$ cat src/hw/rtl/msgseg_pkg.sv
// msgseg_pkg: shared types and constants of the message segmenter
package msgseg_pkg;

  localparam int unsigned CfgAddrW = 4;
  localparam int unsigned QueueDepth = 2;
  localparam int unsigned QueuePtrW = $clog2(QueueDepth);
  localparam int unsigned QueueCntW = $clog2(QueueDepth + 1);

  localparam logic [1:0] KIND_SINGLE = 2'd0;
  localparam logic [1:0] KIND_START = 2'd1;
  localparam logic [1:0] KIND_FRAG = 2'd2;
  localparam logic [1:0] KIND_ERROR = 2'd3;

  localparam logic [1:0] REG_SINGLE_LIMIT = 2'd0;
  localparam logic [1:0] REG_START_FRAG = 2'd1;
  localparam logic [1:0] REG_FRAG = 2'd2;

  typedef struct packed {
    logic [31:0] src_addr;
    logic [31:0] dst_addr;
    logic [31:0] msg_size;
  } req_t;

  typedef struct packed {
    logic [1:0]  pkt_kind;
    logic [7:0]  message_id;
    logic [15:0] seq_number;
    logic [31:0] out_src;
    logic [31:0] out_dst;
    logic [31:0] total_size;
    logic [31:0] payload_offset;
    logic [31:0] payload_bytes;
    logic        last_packet;
  } pkt_t;

  typedef struct packed {
    logic [15:0] single_limit;
    logic [15:0] start_frag_bytes;
    logic [15:0] frag_bytes;
  } cfg_t;

  typedef struct packed {
    logic [1:0]  kind;
    logic [31:0] src_addr;
    logic [31:0] dst_addr;
    logic [31:0] msg_size;
    logic [31:0] rest;
  } cmd_t;

endpackage

$ cat src/hw/rtl/msgseg_front.sv
// msgseg_front: accepts requests and classifies them into commands
module msgseg_front #(
  parameter int unsigned MAX_PACKETS = 64
) (
  input  logic               req_valid,
  output logic               req_stall,
  input  msgseg_pkg::req_t   req,
  input  msgseg_pkg::cfg_t   cfg,
  input  logic               q_full,
  output logic               q_push,
  output msgseg_pkg::cmd_t   q_cmd
);

  localparam int unsigned CntW = $clog2(MAX_PACKETS);
  localparam logic [CntW-1:0] MidMax = CntW'(MAX_PACKETS - 1);

  logic [CntW+15:0] mid_limit;
  logic [31:0]      rest;
  logic             is_single;
  logic             is_error;

  assign mid_limit = {{CntW{1'b0}}, cfg.frag_bytes} * {16'd0, MidMax};
  assign rest = req.msg_size - {16'd0, cfg.start_frag_bytes};
  assign is_single = req.msg_size <= {16'd0, cfg.single_limit};
  assign is_error = (req.msg_size <= {16'd0, cfg.start_frag_bytes}) ||
                    (cfg.frag_bytes == 16'd0) ||
                    (rest > 32'(mid_limit));

  assign req_stall = q_full;
  assign q_push = req_valid && !q_full;

  always_comb begin
    q_cmd.src_addr = req.src_addr;
    q_cmd.dst_addr = req.dst_addr;
    q_cmd.msg_size = req.msg_size;
    q_cmd.rest = rest;
    if (is_single) begin
      q_cmd.kind = msgseg_pkg::KIND_SINGLE;
    end else if (is_error) begin
      q_cmd.kind = msgseg_pkg::KIND_ERROR;
    end else begin
      q_cmd.kind = msgseg_pkg::KIND_START;
    end
  end

endmodule

$ cat src/hw/rtl/msgseg_queue.sv
// msgseg_queue: short command queue between front and back
module msgseg_queue (
  input  logic             clk,
  input  logic             rst,
  input  logic             push,
  input  msgseg_pkg::cmd_t push_cmd,
  output logic             full,
  input  logic             pop,
  output logic             not_empty,
  output msgseg_pkg::cmd_t head
);

  msgseg_pkg::cmd_t                      entries [msgseg_pkg::QueueDepth];
  logic [msgseg_pkg::QueuePtrW-1:0]      wr_ptr;
  logic [msgseg_pkg::QueuePtrW-1:0]      rd_ptr;
  logic [msgseg_pkg::QueueCntW-1:0]      count;

  assign full = count == msgseg_pkg::QueueCntW'(msgseg_pkg::QueueDepth);
  assign not_empty = count != '0;
  assign head = entries[rd_ptr];

  always_ff @(posedge clk) begin
    if (push) begin
      entries[wr_ptr] <= push_cmd;
    end
  end

  always_ff @(posedge clk) begin
    if (rst) begin
      wr_ptr <= '0;
      rd_ptr <= '0;
      count <= '0;
    end else begin
      if (push) begin
        wr_ptr <= (wr_ptr == msgseg_pkg::QueuePtrW'(msgseg_pkg::QueueDepth - 1)) ?
                  '0 : wr_ptr + 1'b1;
      end
      if (pop) begin
        rd_ptr <= (rd_ptr == msgseg_pkg::QueuePtrW'(msgseg_pkg::QueueDepth - 1)) ?
                  '0 : rd_ptr + 1'b1;
      end
      if (push && !pop) begin
        count <= count + 1'b1;
      end else if (pop && !push) begin
        count <= count - 1'b1;
      end
    end
  end

endmodule

$ cat src/hw/rtl/msgseg_back.sv
// msgseg_back: packet sequencer with id and sequence counters
module msgseg_back (
  input  logic             clk,
  input  logic             rst,
  input  msgseg_pkg::cfg_t cfg,
  input  logic             q_valid,
  input  msgseg_pkg::cmd_t q_cmd,
  output logic             q_pop,
  output logic             pkt_valid,
  input  logic             pkt_stall,
  output msgseg_pkg::pkt_t pkt
);

  typedef enum logic [1:0] {
    ST_IDLE = 2'b01,
    ST_RUN  = 2'b10
  } state_t;

  state_t           state;
  state_t           state_next;
  logic [7:0]       message_counter;
  logic [7:0]       message_counter_next;
  logic [15:0]      sequence_counter;
  logic [15:0]      sequence_counter_next;
  logic [31:0]      bytes_remaining;
  logic [31:0]      bytes_remaining_next;
  logic [31:0]      current_offset;
  logic [31:0]      current_offset_next;
  logic             pkt_valid_next;
  msgseg_pkg::pkt_t pkt_next;

  logic        load;
  logic [32:0] diff;
  logic        more;
  logic [7:0]  id_inc;
  logic [15:0] seq_inc;

  assign load = !pkt_valid || !pkt_stall;
  assign diff = {1'b0, bytes_remaining} - {17'd0, cfg.frag_bytes};
  assign more = !diff[32] && (diff[31:0] != 32'd0);
  assign id_inc = message_counter + 8'd1;
  assign seq_inc = sequence_counter + 16'd1;

  always_comb begin
    state_next = state;
    message_counter_next = message_counter;
    sequence_counter_next = sequence_counter;
    bytes_remaining_next = bytes_remaining;
    current_offset_next = current_offset;
    pkt_valid_next = pkt_valid;
    pkt_next = pkt;
    q_pop = 1'b0;
    if (load) begin
      pkt_valid_next = 1'b0;
    end
    unique case (state)
      ST_IDLE: begin
        if (load && q_valid) begin
          q_pop = 1'b1;
          pkt_valid_next = 1'b1;
          pkt_next = '0;
          case (q_cmd.kind)
            msgseg_pkg::KIND_SINGLE: begin
              message_counter_next = id_inc;
              sequence_counter_next = seq_inc;
              pkt_next.pkt_kind = msgseg_pkg::KIND_SINGLE;
              pkt_next.message_id = id_inc;
              pkt_next.seq_number = seq_inc;
              pkt_next.out_src = q_cmd.src_addr;
              pkt_next.out_dst = q_cmd.dst_addr;
              pkt_next.total_size = q_cmd.msg_size;
              pkt_next.payload_bytes = q_cmd.msg_size;
              pkt_next.last_packet = 1'b1;
            end
            msgseg_pkg::KIND_START: begin
              message_counter_next = id_inc;
              sequence_counter_next = seq_inc;
              bytes_remaining_next = q_cmd.rest;
              current_offset_next = {16'd0, cfg.start_frag_bytes};
              state_next = ST_RUN;
              pkt_next.pkt_kind = msgseg_pkg::KIND_START;
              pkt_next.message_id = id_inc;
              pkt_next.seq_number = seq_inc;
              pkt_next.out_src = q_cmd.src_addr;
              pkt_next.out_dst = q_cmd.dst_addr;
              pkt_next.total_size = q_cmd.msg_size;
              pkt_next.payload_bytes = {16'd0, cfg.start_frag_bytes};
            end
            default: begin
              pkt_next.pkt_kind = msgseg_pkg::KIND_ERROR;
              pkt_next.last_packet = 1'b1;
            end
          endcase
        end
      end
      ST_RUN: begin
        if (load) begin
          pkt_valid_next = 1'b1;
          sequence_counter_next = seq_inc;
          pkt_next = '0;
          pkt_next.pkt_kind = msgseg_pkg::KIND_FRAG;
          pkt_next.message_id = message_counter;
          pkt_next.seq_number = seq_inc;
          pkt_next.payload_offset = current_offset;
          if (more) begin
            pkt_next.payload_bytes = {16'd0, cfg.frag_bytes};
            current_offset_next = current_offset + {16'd0, cfg.frag_bytes};
            bytes_remaining_next = diff[31:0];
          end else begin
            pkt_next.payload_bytes = bytes_remaining;
            pkt_next.last_packet = 1'b1;
            current_offset_next = current_offset + bytes_remaining;
            bytes_remaining_next = 32'd0;
            state_next = ST_IDLE;
          end
        end
      end
      default: begin
        state_next = ST_IDLE;
      end
    endcase
  end

  always_ff @(posedge clk) begin
    pkt <= pkt_next;
    bytes_remaining <= bytes_remaining_next;
    current_offset <= current_offset_next;
  end

  always_ff @(posedge clk) begin
    if (rst) begin
      state <= ST_IDLE;
      message_counter <= 8'd0;
      sequence_counter <= 16'hffff;
      pkt_valid <= 1'b0;
    end else begin
      state <= state_next;
      message_counter <= message_counter_next;
      sequence_counter <= sequence_counter_next;
      pkt_valid <= pkt_valid_next;
    end
  end

endmodule

$ cat src/hw/rtl/message_segmenter.sv
// message_segmenter: top level with configuration registers
// the first packet of a request passes through the command queue and then the packet register
// throughput: single and error requests one per cycle while pkt_stall is low; a fragmented
//   request holds the back sequencer, one packet per unstalled cycle (2 to MAX_PACKETS)
// the front takes new requests while the two-entry command queue has room
// reset: synchronous; message id 0, sequence number all ones, queue empty
module message_segmenter #(
  parameter int unsigned MAX_PACKETS = 64
) (
  input  logic                                clk,
  input  logic                                rst,
  input  logic                                psel,
  input  logic                                penable,
  input  logic                                pwrite,
  input  logic [msgseg_pkg::CfgAddrW-1:0]     paddr,
  input  logic [31:0]                         pwdata,
  output logic [31:0]                         prdata,
  output logic                                pready,
  input  logic                                req_valid,
  output logic                                req_stall,
  input  msgseg_pkg::req_t                    req,
  output logic                                pkt_valid,
  input  logic                                pkt_stall,
  output msgseg_pkg::pkt_t                    pkt
);

  msgseg_pkg::cfg_t cfg;
  logic             cfg_wr;
  logic [1:0]       reg_idx;
  logic             q_push;
  logic             q_full;
  logic             q_pop;
  logic             q_valid;
  msgseg_pkg::cmd_t push_cmd;
  msgseg_pkg::cmd_t head_cmd;

  assign pready = 1'b1;
  assign cfg_wr = psel && penable && pwrite;
  assign reg_idx = paddr[3:2];

  always_ff @(posedge clk) begin
    if (rst) begin
      cfg.single_limit <= 16'd0;
      cfg.start_frag_bytes <= 16'd1;
      cfg.frag_bytes <= 16'd1;
    end else if (cfg_wr) begin
      unique case (reg_idx)
        msgseg_pkg::REG_SINGLE_LIMIT: cfg.single_limit <= pwdata[15:0];
        msgseg_pkg::REG_START_FRAG:   cfg.start_frag_bytes <= pwdata[15:0];
        msgseg_pkg::REG_FRAG:         cfg.frag_bytes <= pwdata[15:0];
        default: ;
      endcase
    end
  end

  always_comb begin
    unique case (reg_idx)
      msgseg_pkg::REG_SINGLE_LIMIT: prdata = {16'd0, cfg.single_limit};
      msgseg_pkg::REG_START_FRAG:   prdata = {16'd0, cfg.start_frag_bytes};
      msgseg_pkg::REG_FRAG:         prdata = {16'd0, cfg.frag_bytes};
      default:                      prdata = 32'd0;
    endcase
  end

  msgseg_front #(
    .MAX_PACKETS(MAX_PACKETS)
  ) u_front (
    .req_valid(req_valid),
    .req_stall(req_stall),
    .req(req),
    .cfg(cfg),
    .q_full(q_full),
    .q_push(q_push),
    .q_cmd(push_cmd)
  );

  msgseg_queue u_queue (
    .clk(clk),
    .rst(rst),
    .push(q_push),
    .push_cmd(push_cmd),
    .full(q_full),
    .pop(q_pop),
    .not_empty(q_valid),
    .head(head_cmd)
  );

  msgseg_back u_back (
    .clk(clk),
    .rst(rst),
    .cfg(cfg),
    .q_valid(q_valid),
    .q_cmd(head_cmd),
    .q_pop(q_pop),
    .pkt_valid(pkt_valid),
    .pkt_stall(pkt_stall),
    .pkt(pkt)
  );

endmodule

$ cat config.mk
export PLATFORM = sky130hd
export DESIGN_NAME = message_segmenter
export DESIGN_NICKNAME = d
export VERILOG_FILES = /design/src/hw/rtl/msgseg_pkg.sv /design/src/hw/rtl/msgseg_front.sv /design/src/hw/rtl/msgseg_queue.sv /design/src/hw/rtl/msgseg_back.sv /design/src/hw/rtl/message_segmenter.sv
export SDC_FILE = /design/constraint.sdc
export NUM_CORES = 1
export LEC_CHECK = 0
export CAP_MARGIN = 20
export CORE_UTILIZATION = 30
export DETAILED_ROUTE_END_ITERATION = 8
export DONT_BUFFER_PORTS = 1
export GPL_ROUTABILITY_DRIVEN = 0
export PLACE_DENSITY_LB_ADDON = 0.08
export SYNTH_ARGS = -nofsm -noshare
export SYNTH_HDL_FRONTEND = slang
export SYNTH_SLANG_ARGS = --single-unit
$ cat constraint.sdc
create_clock -name clk -period 17.44 [get_ports clk]
set_clock_uncertainty 0.2 [all_clocks]
set_input_delay 3.488 -clock clk [delete_from_list [all_inputs] [get_ports clk]]
set_output_delay 3.488 -clock clk [all_outputs]
set_load 0.05 [all_outputs]
==> flow_summary.json, run 1 <==
{
  "outcome": "complete, no violations",
  "cts-buffers-inserted": 72,
  "first_global_vias": 19200,
  "synth.lib_cells_used.distinct": 77,
  "report.final.slew_viol_count": 0,
  "routed_wirelength_mm": 88.0,
  "postSynthCellCount": 2555,
  "worst-r2r-setup-slack_ns": 9.33,
  "layout_min_cycle_time_ns": 8.93,
  "cts_buffer_depth": 3,
  "syn-cell-area_sq_um": 30000,
  "worst_r2r_endpoint": "u_back.current_offset[22]",
  "worst_hold_path.endpoint": "cfg[2]",
  "worstSetupEndpointType": "flip-flop",
  "postCtsSetupRepairBufs": 0,
  "hold_violations": 0,
  "synth_sequential_area_ratio_pct": 56.4,
  "tritoncts_num_sinks": 591,
  "die_w_microns": 318,
  "worst-setup-path-type": "input port to flip-flop",
  "placement.io_buffers": 0,
  "grt_overflow_total": 0,
  "ys_seq_elements": 591,
  "leakagePower_nw": 12.2,
  "average_routed_wire_per_standard_cell_microns": 22.5,
  "cp.required_ns": 17.58,
  "hold_path_cells": 2,
  "synthDominantAreaCellType": "sky130_fd_sc_hd__edfxtp_1",
  "r2r.worst_path.cells": 26,
  "timing.critical_path.depth": 20,
  "tritoncts": "done",
  "hold_buffers": 0,
  "grt_start_max_net_pins": 82,
  "max-vdd-ir-drop_v": 0.000100,
  "rsz0062_at_grt": "no",
  "fmaxAchievable_mhz": 112,
  "area_growth_syn_to_layout_pct": 13.2,
  "final-setup-viol-count": 0,
  "coreArea_sq_um": 98900,
  "hp-class": "flip-flop to flip-flop",
  "drt_iter0_drc": 1157,
  "worst-endpoint-arrival_ns": 9.06,
  "synth-warning-count": 0,
  "dominantRegCellSynth": "sky130_fd_sc_hd__edfxtp_1",
  "cts.repair.resized": 0,
  "slowest_stage": "sky130_fd_sc_hd__o2111ai_1",
  "grt_antenna_before_repair": 3,
  "number_of_flops_mapped_to_enable_cells_by_yosys": 511,
  "maxCapViolations": 0,
  "timing.hold.ws_ns": 0.266,
  "drt.antenna.violating_nets": 0,
  "die_height_microns": 318,
  "tightestPinTransition_ns": 1.13,
  "floorplan.io_pins": 361,
  "timing.setup.tns_ns": 0,
  "timing.hold.worst.start": "cfg[2]",
  "fraction_of_layout_instances_using_a_drive_strength_above_1_pct": 7.84,
  "drcViolationCount": 0,
  "synth.area.top_cells": "sky130_fd_sc_hd__edfxtp_1 51%, sky130_fd_sc_hd__ha_1 6.0%, sky130_fd_sc_hd__dfxtp_1 5.3%",
  "power_density_nw_per_um2": 165,
  "design.die.area_sq_um": 101000,
  "postPlaceCellArea_sq_um": 31500,
  "nFillCells": 9707,
  "worstPathCellList": "inv_1, ha_1, inv_1, fa_1, a21o_1, a21o_1, a211oi_1, o21ai_0, o41ai_1, o2111ai_1, o31ai_1, o21ai_0, ha_1, nand4_1, nor4_1, a21oi_1, nor3b_1, a2111oi_0, o41ai_1, o41a_1",
  "via_per_instance_ratio": 4.93,
  "cts.htree.levels": 3,
  "clkTransAtPathRegs_ns": 0.05,
  "path_max_fanout": 7,
  "post-route-cell-area_sq_um": 34000,
  "starting_utilization_of_the_core_area_pct": 30.4,
  "globalRouteTotalUtil_pct": 17.1,
  "synthesis.area_per_instance_sq_um": 11.8,
  "detailed_place_hpwl_mm": 63.3,
  "final_nets": 2900,
  "critPathBufInv": 2,
  "netlist.area_leader.share_pct": 51.1,
  "routed-via-count": 19300,
  "critical_path.reg2reg.startpoint": "cfg[3]",
  "root_buffer": "sky130_fd_sc_hd__clkbuf_16",
  "placementRows": 115,
  "critPathTopFamily": "compound AO/OA/AOI/OAI gates",
  "first_pass_iters": 5,
  "min_period_over_period_pct": 51.2,
  "slew_headroom_pct": 24.8,
  "startpoint_type": "input port",
  "slowest_delay_ns": 0.61,
  "grt_first_pass_wirelength_mm": 129,
  "synth-async-reset-ratio_pct": 0,
  "worstSkewPairLatency_ns": 0.65,
  "diodes": 0
}
cells in the mapped netlist, types with 12 or more instances:
cell type                  instances
sky130_fd_sc_hd__nor2_1          212
sky130_fd_sc_hd__dfxtp_1          80
sky130_fd_sc_hd__nand3_1          56
sky130_fd_sc_hd__nand2_1         254
sky130_fd_sc_hd__a21oi_1         135
sky130_fd_sc_hd__o21ai_1          16
sky130_fd_sc_hd__or3_1            17
sky130_fd_sc_hd__mux2_2           27
sky130_fd_sc_hd__and3_1           27
sky130_fd_sc_hd__inv_1           142
sky130_fd_sc_hd__and2_1           41
sky130_fd_sc_hd__mux2i_1         143
sky130_fd_sc_hd__nor3_1           46
sky130_fd_sc_hd__a22oi_1          16
sky130_fd_sc_hd__buf_4            18
sky130_fd_sc_hd__o21ai_0         108
sky130_fd_sc_hd__xor2_1           53
sky130_fd_sc_hd__fa_1             46
sky130_fd_sc_hd__o21bai_1         20
sky130_fd_sc_hd__buf_1            21
sky130_fd_sc_hd__a211oi_1         12
sky130_fd_sc_hd__xnor2_1          64
sky130_fd_sc_hd__ha_1            144
sky130_fd_sc_hd__nand4_1          21
sky130_fd_sc_hd__nand2b_1         17
sky130_fd_sc_hd__o21a_1           34
sky130_fd_sc_hd__clkbuf_1         73
sky130_fd_sc_hd__edfxtp_1        511
sky130_fd_sc_hd__a21o_1           42
sky130_fd_sc_hd__nor2b_1          16
worst max-delay path by stage:
stage | start | end | slack [ns]
global placement | req[0] | u_queue.entries[0][129] | 7.91
CTS | req[0] | u_queue.entries[0][129] | 8.57
detailed placement | req[0] | u_queue.entries[0][129] | 7.90
global route | req[0] | u_queue.entries[0][129] | 8.03
finish | req[0] | u_queue.entries[0][129] | 8.51
floorplan | pkt_stall | u_back.pkt[0] | 4.95
cells in the final DEF, fill, tap and decap left out, drive strengths merged, types with 14 or more instances in the layout:
cell | Yosys | layout
conb | 2 | 31
and2 | 42 | 42
edfxtp | 511 | 511
nand2 | 254 | 254
a211oi | 14 | 14
or3 | 17 | 17
o21ai | 124 | 124
fa | 46 | 46
a22oi | 16 | 16
ha | 144 | 144
nor2b | 16 | 16
xnor2 | 64 | 64
nand3 | 56 | 56
o22ai | 17 | 17
xor2 | 53 | 53
clkbuf | 73 | 92
a21o | 42 | 42
nor3 | 47 | 47
o21a | 34 | 34
mux2i | 143 | 143
clkinv | 1 | 21
o21bai | 20 | 20
inv | 142 | 147
buf | 45 | 31
nor2 | 212 | 212
dfxtp | 80 | 80
a21oi | 135 | 135
nand4 | 21 | 21
nand2b | 17 | 17
and3 | 27 | 27
mux2 | 27 | 27
power breakdown:
group | total, W | switching [W] | leakage [nW] | internal (W)
Sequential | 0.00304 | 0.000947 | 5.50 | 0.00209
Combinational | 0.000963 | 0.000684 | 5.44 | 0.000279
Clock | 0.00160 | 0.000622 | 1.22 | 0.000976
Total | 0.00560 | 0.00225 | 12.2 | 0.00334
per-layer routing:
metal  vias up  share of wire [%]  track usage [%]
li1       9236                  -                -
met3        95                5.1             3.33
met5         -                  0                0
met1      9536                 43             21.6
met4         0                2.0             4.82
met2       456                 50             29.4
metrics by stage:
stage	setup slack [ns]	total power, W	instances	util [%]
finish	8.51	0.00560	3916	34.4
global route	8.03	0.00585	3916	34.4
CTS	8.57	0.00570	3916	34.4
global placement	7.91	0.00405	3782	31.8
floorplan	4.95	0.00382	2584	-
detailed placement	7.90	0.00407	3784	31.9
tightest hold or removal path, cell delays in order (launching register included):
cell and delay, ns:
sky130_fd_sc_hd__dfxtp_1 0.31, sky130_fd_sc_hd__nand2_1 0.05, sky130_fd_sc_hd__a21oi_1 0.05
sequential cells by signal, indices dropped and copies added, names as in the netlist, named ones only:
register                 flops
u_back.state                 2
cfg                         48
u_queue.wr_ptr               1
u_back.current_offset       32
u_back.sequence_counter     16
u_queue.rd_ptr               1
u_back.message_counter       8
u_back.pkt                 187
u_queue.entries            260
u_back.bytes_remaining      32
u_queue.count                2
u_back.pkt_valid             1
layout make-up:
cell class | instances | area [sq um] | share of cell area [%]
clock buffers | 92 | 1950 | 5.73
clock inverters | 40 | 568 | 1.67
inverters | 143 | 539 | 1.59
multi-input cells | 1732 | 12200 | 35.7
flip-flops and latches | 591 | 17000 | 49.8
well taps | 1287 | 1610 | 4.73
repair buffers | 31 | 240 | 0.706
kinds of logic (layout without fill, tap and decap cells):
| logic type | count (synthesis) | count (layout) | synth area share, % |
|---|---|---|---|
| simple gates | 750 | 750 | 11.5 |
| flops | 591 | 591 | 56.4 |
| compound gates | 474 | 474 | 10.2 |
| buf+inv | 261 | 306 | 3.67 |
| fa+ha+maj | 190 | 190 | 9.06 |
| mux | 170 | 170 | 5.78 |
| xor+xnor | 117 | 117 | 3.41 |
| other cells | 2 | 31 | 0.0250 |
(Power assumes the default switching activity.)
==> inputs of run 2 (changes only) <==
==> constraint.sdc (replaced) <==
create_clock -name clk -period 8.2 [get_ports clk]
set_clock_uncertainty 0.2 [all_clocks]
set_input_delay 1.64 -clock clk [delete_from_list [all_inputs] [get_ports clk]]
set_output_delay 1.64 -clock clk [all_outputs]
set_load 0.05 [all_outputs]
==> run 2 against run 1 <==
Critical path depth up 3. Sequential power up 110%. Global-route usage up 0.38 points. Routed wire length up 2.3%. Count of clock-buffer cells in the layout down 3. Design area unchanged. Via count up 1.8%. Die area unchanged. Final cell count up 0.31%. First-iteration DRC count up 18%. Largest power group unchanged. Highest routed layer is now met5.
==> flow_summary.json, run 2 (synthesized netlist as in run 1, its figures left out) <==
{
  "outcome": "complete, no violations",
  "hold_buffers": 0,
  "clkTransAtPathRegs_ns": 0.06,
  "hold_violations": 0,
  "hp-class": "flip-flop to flip-flop",
  "postCtsSetupRepairBufs": 0,
  "worstSetupEndpointType": "flip-flop",
  "average_routed_wire_per_standard_cell_microns": 22.9,
  "worst_hold_path.endpoint": "cfg[40]",
  "detailed_place_hpwl_mm": 63.3,
  "path_max_fanout": 22,
  "fmaxAchievable_mhz": 133,
  "hold_path_cells": 2,
  "worst-setup-path-type": "flip-flop to flip-flop",
  "tritoncts_num_sinks": 591,
  "cts.repair.resized": 0,
  "routed_wirelength_mm": 90.0,
  "die_height_microns": 318,
  "max-vdd-ir-drop_v": 0.000490,
  "drcViolationCount": 0,
  "tightestPinTransition_ns": 1.18,
  "design.die.area_sq_um": 101000,
  "placementRows": 115,
  "drt_iter0_drc": 1365,
  "layout_top_registers": "u_queue.entries x260, u_back.pkt x187, cfg x48",
  "worst-r2r-setup-slack_ns": 0.68,
  "cts_buffer_depth": 3,
  "worst_r2r_endpoint": "u_back.current_offset[31]",
  "grt_start_max_net_pins": 134,
  "first_global_vias": 19600,
  "leakagePower_nw": 12.2,
  "tritoncts": "done",
  "critical_path.reg2reg.startpoint": "cfg[1]",
  "r2r.worst_path.cells": 23,
  "routed-via-count": 19700,
  "min_period_over_period_pct": 91.8,
  "final_common_cell": "sky130_fd_sc_hd__edfxtp_1",
  "coreArea_sq_um": 98900,
  "timing.setup.tns_ns": 0,
  "grt_first_pass_wirelength_mm": 131,
  "maxCapViolations": 0,
  "timing.hold.ws_ns": 0.276,
  "final_core_util_pct": 34.4,
  "first_pass_iters": 6,
  "area_growth_syn_to_layout_pct": 13.2,
  "slew_headroom_pct": 21.0,
  "grt_overflow_total": 0,
  "via_per_instance_ratio": 5.01,
  "floorplan.io_pins": 361,
  "final-setup-viol-count": 0,
  "finish.cell_count_without_fillers": 3928,
  "worstSkewPairLatency_ns": 0.63,
  "power_density_nw_per_um2": 347,
  "worst-endpoint-arrival_ns": 7.70,
  "fraction_of_layout_instances_using_a_drive_strength_above_1_pct": 8.37,
  "final_nets": 2914,
  "timing.hold.worst.start": "cfg[40]",
  "top_register": "u_queue.entries",
  "layout_min_cycle_time_ns": 7.52,
  "rsz0062_at_grt": "no",
  "number_of_flip_flops_under_the_largest_register_name": 260,
  "die_w_microns": 318,
  "cts.htree.levels": 3,
  "globalRouteTotalUtil_pct": 17.4,
  "root_buffer": "sky130_fd_sc_hd__clkbuf_16",
  "drt.antenna.violating_nets": 0,
  "cts-buffers-inserted": 73,
  "grt_antenna_before_repair": 5,
  "cp.required_ns": 8.38,
  "report.final.slew_viol_count": 0,
  "placed_cells": 3796,
  "total_power_w": 0.0118,
  "source_of_the_critical_timing_path": "cfg[1]",
  "most-common-layout-cells": "511 x sky130_fd_sc_hd__edfxtp_1, 254 x sky130_fd_sc_hd__nand2_1, 209 x sky130_fd_sc_hd__nor2_1, 143 x sky130_fd_sc_hd__ha_1",
  "startpoint_type": "flip-flop",
  "nFillCells": 9728,
  "starting_utilization_of_the_core_area_pct": 30.4,
  "placement.io_buffers": 0
}
-- run 2: worst max path at each step --
stage / endpoint / slack (ns) / cells after the start
floorplan: u_queue.entries[0][0] / 0.25 / 2
global placement: u_back.current_offset[31] / 0.69 / 23
detailed placement: u_back.current_offset[31] / 0.74 / 23
CTS: u_back.current_offset[31] / 0.69 / 23
global route: u_back.current_offset[31] / 0.21 / 23
finish: u_back.current_offset[31] / 0.68 / 23
-- run 2: per-layer routing --
layer / GRT usage (%) / wire, microns
met5: 0 / 19
met4: 6.41 / 3140
met3: 4.03 / 4980
met2: 29.1 / 43400
met1: 21.9 / 38500
-- run 2: cell type report --
cell class / instances / area (sq um) / area share, %
inverters: 143 / 539 / 1.59
clock buffers: 89 / 1960 / 5.76
clock inverters: 41 / 439 / 1.29
multi-input cells: 1732 / 12200 / 35.7
flip-flops and latches: 591 / 17000 / 49.8
diodes: 1 / 2.50 / 0.00736
repair buffers: 44 / 355 / 1.04
well taps: 1287 / 1610 / 4.73
-- run 2: critical path, cell delays in order (launching register included) --
cell and delay, ns:
sky130_fd_sc_hd__dfxtp_1 0.74, sky130_fd_sc_hd__inv_1 0.20, sky130_fd_sc_hd__ha_1 0.32, sky130_fd_sc_hd__nor2b_1 0.15, sky130_fd_sc_hd__o311ai_1 0.43, sky130_fd_sc_hd__and2_2 0.29, sky130_fd_sc_hd__a211oi_2 0.15, sky130_fd_sc_hd__or3b_1 0.40
sky130_fd_sc_hd__a32oi_1 0.27, sky130_fd_sc_hd__nor4b_1 0.34, sky130_fd_sc_hd__and4_1 0.50, sky130_fd_sc_hd__or2_4 0.42, sky130_fd_sc_hd__a21o_1 0.18, sky130_fd_sc_hd__ha_1 0.22, sky130_fd_sc_hd__a21o_1 0.18, sky130_fd_sc_hd__a21oi_1 0.27
sky130_fd_sc_hd__o211ai_1 0.16, sky130_fd_sc_hd__a41o_1 0.32, sky130_fd_sc_hd__a22o_1 0.27, sky130_fd_sc_hd__o41ai_1 0.43, sky130_fd_sc_hd__o21ai_0 0.17, sky130_fd_sc_hd__a21oi_1 0.25, sky130_fd_sc_hd__a21oi_1 0.11, sky130_fd_sc_hd__mux2_2 0.27
-- run 2: where the power goes --
part	total (W)	internal (W)	switching, W
registers	0.00648	0.00445	0.00203
clock network	0.00327	0.00193	0.00133
logic	0.00206	0.000604	0.00146
-- run 2: through the flow --
stage / worst slack [ns] / cell area (sq um)
2_1_floorplan: 0.252 / 30200
3_3_place_gp: 0.687 / 31600
3_5_place_dp: 0.744 / 31600
4_1_cts: 0.694 / 34000
5_1_grt: 0.206 / 34000
6_report: 0.676 / 34000
